**src/hw/rtl/bpa_pkg.sv**
```systemverilog
// Shared types and constants for the buddy page allocator.
`timescale 1ns / 1ps
package bpa_pkg;

   localparam int DEF_MAX_PAGES  = 4096;
   localparam int DEF_NUM_ORDERS = 11;
   localparam int ORDER_W        = 4;
   localparam int PAGE_W         = 36;
   localparam int RPAGES_W       = 13;
   localparam int STATUS_W       = 2;

   typedef enum logic [1:0] {
      OP_INIT    = 2'd0,
      OP_ALLOC   = 2'd1,
      OP_FREE    = 2'd2,
      OP_RESERVE = 2'd3
   } op_type;

   localparam logic [STATUS_W-1:0] ST_OK        = 2'd0;
   localparam logic [STATUS_W-1:0] ST_NO_MEM    = 2'd1;
   localparam logic [STATUS_W-1:0] ST_BAD_ORDER = 2'd2;
   localparam logic [STATUS_W-1:0] ST_NOT_ALLOC = 2'd3;

   typedef enum logic {
      CSR_BASE  = 1'b0,
      CSR_PAGES = 1'b1
   } csr_type;

   typedef enum logic [1:0] {
      BK_TEST,
      BK_USED,
      BK_FREE
   } bitop_type;

   typedef enum logic [4:0] {
      S_IDLE,
      S_INIT_FILL,
      S_INIT_TAIL,
      S_INIT_TOP,
      S_A_FIND,
      S_A_SPLIT,
      S_LOCATE,
      S_F_TESTED,
      S_R_TESTED,
      S_ANC,
      S_ANC_CHK,
      S_F_DO,
      S_F_MERGE,
      S_F_M1,
      S_F_M2,
      S_F_M3,
      S_R_SPLIT,
      S_R_OK,
      S_BIT_RD,
      S_BIT_EX,
      S_SCAN,
      S_SCAN_RD,
      S_SCAN_EX,
      S_DONE
   } state_type;

endpackage

```
**src/hw/rtl/bpa_locate.sv**
```systemverilog
// Page number to block index translation with region and alignment checks.
`timescale 1ns / 1ps
module bpa_locate import bpa_pkg::*; #(
   parameter int MAX_PAGES = DEF_MAX_PAGES
) (
   input  logic [PAGE_W-1:0]                 page_number,
   input  logic [PAGE_W-1:0]                 base_page,
   input  logic [$clog2(MAX_PAGES+1)-1:0]    mapped_pages,
   input  logic [ORDER_W-1:0]                order,
   output logic                              loc_ok,
   output logic [$clog2(MAX_PAGES)-1:0]      loc_idx
);

   localparam int CW = $clog2(MAX_PAGES + 1);
   localparam int IW = $clog2(MAX_PAGES);

   logic [PAGE_W-1:0] offset;
   logic [PAGE_W-1:0] align_mask;
   logic [PAGE_W-1:0] blk;
   logic [CW-1:0]     len_k;
   logic              below, past_end, misaligned, runs_over;

   // offset into the region, then block index at this order
   always_comb begin
      offset     = page_number - base_page;
      below      = page_number < base_page;
      past_end   = offset >= PAGE_W'(mapped_pages);
      align_mask = ~({PAGE_W{1'b1}} << order);
      misaligned = |(offset & align_mask);
      blk        = offset >> order;
      len_k      = mapped_pages >> order;
      runs_over  = blk >= PAGE_W'(len_k);
      loc_ok     = !(below || past_end || misaligned || runs_over);
      loc_idx    = blk[IW-1:0];
   end

endmodule

```
**config.mk**
```make
export PLATFORM = sky130hd
export DESIGN_NAME = bpa_locate
export DESIGN_NICKNAME = d
export VERILOG_FILES = /design/src/hw/rtl/bpa_pkg.sv /design/src/hw/rtl/bpa_locate.sv
export SDC_FILE = /design/constraint.sdc
export NUM_CORES = 1
export LEC_CHECK = 0
export ABC_CLOCK_PERIOD_IN_PS = 14060
export BUFFER_PORTS_ARGS = -buffer_cell sky130_fd_sc_hd__buf_2
export CORE_MARGIN = 5
export CORE_UTILIZATION = 35
export DETAILED_ROUTE_END_ITERATION = 8
export GPL_ROUTABILITY_DRIVEN = 0
export PLACE_DENSITY_LB_ADDON = 0.08
export SLEW_MARGIN = 10
export SYNTH_ARGS = -nofsm -noshare
export SYNTH_HDL_FRONTEND = slang
export SYNTH_SLANG_ARGS = --single-unit
```
**constraint.sdc**
```tcl
create_clock -name vclk -period 14.06
set_input_delay 1.406 -clock vclk [all_inputs]
set_output_delay 1.406 -clock vclk [all_outputs]
set_load 0.02 [all_outputs]
```
==> reports/qor.yml <==
post_drt_wl_per_cell_um: 17.0
synth.most_common_cell: "nand2_1"
endpoint_kind: "output port"
hold_path_end: "loc_ok"
post-cts-setup-buffers: 0
grt_start_max_net_pins: 44
synth_nets: 841
yosysWarnings: 0
holdWs_ps: 3520
min_period_ps: 8830
hpwl_um: 13300
p_leak_uw: 0.00250
antenna_found_initial: 1
first_pass_iters: 7
crit_fanout: 6
grt_overflow: 0
dpl-instance-area_mm2: 0.00522
initial_utilization_pct: 35.4
ios: 102
die_area_mm2: 0.0157
crit_chain: "buf_2, inv_1, ha_1, fa_1, or2b_1, a211oi_1, o21ai_0, o21ai_0, xor2_1, mux2i_1, a21oi_1, a21oi_1, a22oi_1, ha_1, and4_1, a22oi_1, and4_1, nand4_1, or4_1, a2111o_1, nor4_2, nand4_1, nor4_2, buf_2"
holdPathStages: 6
slew_headroom_pct: 42.1
synth-simple-area-share_pct: 22.7
area_delta_synth_final_pct: 12.4
holdCritPathClass: "input pin to output port"
groute.usage.overall_pct: 19.0
worstSetupPathType: "input pin to output port"
period_share_pct: 62.8
grt_first_pass_wirelength_um: 25700
regArea_um2: 0
clock_buffers: 0
cp_slowest_cell: "a211oi_1"
slew_violations: 0
critPathMaxStageDelay_ps: 540
finalHoldViolations: 0
rows: 42
synth_area_per_cell_um2: 6.74
die_w_um: 125
cts_hold_buf: 0
startpoint: "page_number[0]"
ir_worst_vdd_v: 0.0000173
grt_pass1_vias: 5240
design_area_mm2: 0.00522
synthXorXnorAreaFrac_pct: 4.90
drt_wl_total_um: 15800
seq_cell_count: 0
layout.nets: 907
drive_gt1_share_pct: 17.4
cts_resized: 0
worst_slew_pin_slew_ps: 868
synth_top_area_share_pct: 16.7
power.total_uw: 304
finalSetupViolations: 0
synth_area_leader_cell: "ha_1"
core_mm2: 0.0131
n_antenna_cell: 0
synth.distinct_cells: 74
worstHoldStart: "page_number[33]"
synthAdderAreaFrac_pct: 17.1
num_vias: 5345
routed_via_density: 5.75
synth_seq_area_share_pct: 0
cap_violations: 0
power.density_mw_per_mm2: 58.2
multi_input_area_mm2: 0.00423
drc: 0
die_y_um: 125
muxShareOfSynthArea_pct: 12.3
fmax_ghz: 0.113
synth_common_cells: "84 x nand2_1, 66 x inv_1, 62 x ha_1"
setup_tns_ps: 0
cp.required_ps: 12650
drt_iter0_drc: 315
synth_compound_area_share_pct: 34.0
run_status: "complete, no violations"
netlist_top_cells_area: "ha_1 17%, nand2_1 6.8%, mux2i_1 6.2%"
rsz0062_at_grt: "false"
arrival_ps: 7430
synth_area_mm2: 0.00465
ant_nets: 0
syn_inst: 689
port_buffers: 102
cp-start-kind: "input pin"
fillCellCount: 1470
synth_top_family_by_area: "compound AO/OA/AOI/OAI gates"
## per-stage QoR
step	util, %	setup slack [ps]	cells
final	39.7	5230	929
after global routing	39.7	4800	929
after CTS	39.7	5210	929
after detailed placement	39.7	5280	929
after global placement	39.7	5360	929
after floorplan	-	5770	689
## how the worst max path moves through the flow
stage,end,slack (ps),depth (start not counted)
2_1_floorplan,loc_ok,5770,22
3_3_place_gp,loc_ok,5360,24
3_5_place_dp,loc_ok,5280,24
4_1_cts,loc_ok,5210,24
5_1_grt,loc_ok,4800,24
6_report,loc_ok,5230,24
## cell usage in the layout (no fill, tap or decap), types with 10 or more instances in the layout
master / count
buf_2: 102
nand2_1: 84
inv_1: 66
ha_1: 62
nor2_1: 49
o21ai_0: 48
a21oi_1: 47
mux2i_1: 29
a211oi_1: 18
a21o_1: 15
xor2_1: 14
nand4_1: 12
nand3_1: 12
xnor2_1: 12
nand2b_1: 11
mux4_2: 11
o21a_1: 10
o211ai_1: 10
## layout make-up
| class | count | share of cell area [%] |
|---|---|---|
| Multi-Input combinational cell | 582 | 81.0 |
| Inverter | 69 | 4.96 |
| Timing Repair Buffer | 102 | 9.78 |
| Tap cell | 176 | 4.22 |
## critical path, delay by kind of cell
kind	cells	cell delay, ps
buf+inv	3	310
fa+ha+maj	3	920
mux	1	90
simple gates	8	1910
xor+xnor	1	240
compound gates	8	2540
## layer usage
layer	part of all wire, %	vias to the layer above	GRT usage, %
met4	1.3	2	2.23
met2	46	183	32.1
met5	0.044	-	0
met3	5.6	20	1.75
met1	47	2447	27.1
li1	-	2693	-
## kinds of logic (layout without fill, tap and decap cells)
group	count (synthesis)	count (layout)
xor gates and xnor gates	26	26
muxes	43	43
AOI/OAI and AO/OA	231	231
adders and majority gates	63	63
and+or+nand+nor	219	219
buffers and inverters	107	171
## report_power, final
part / switching (uW) / internal (uW) / leakage, uW / total, uW
logic: 182 / 122 / 0.00250 / 304
registers: 0 / 0 / 0 / 0
clock network: 0 / 0 / 0 / 0
total: 182 / 122 / 0.00250 / 304
(Power assumes the default switching activity.)
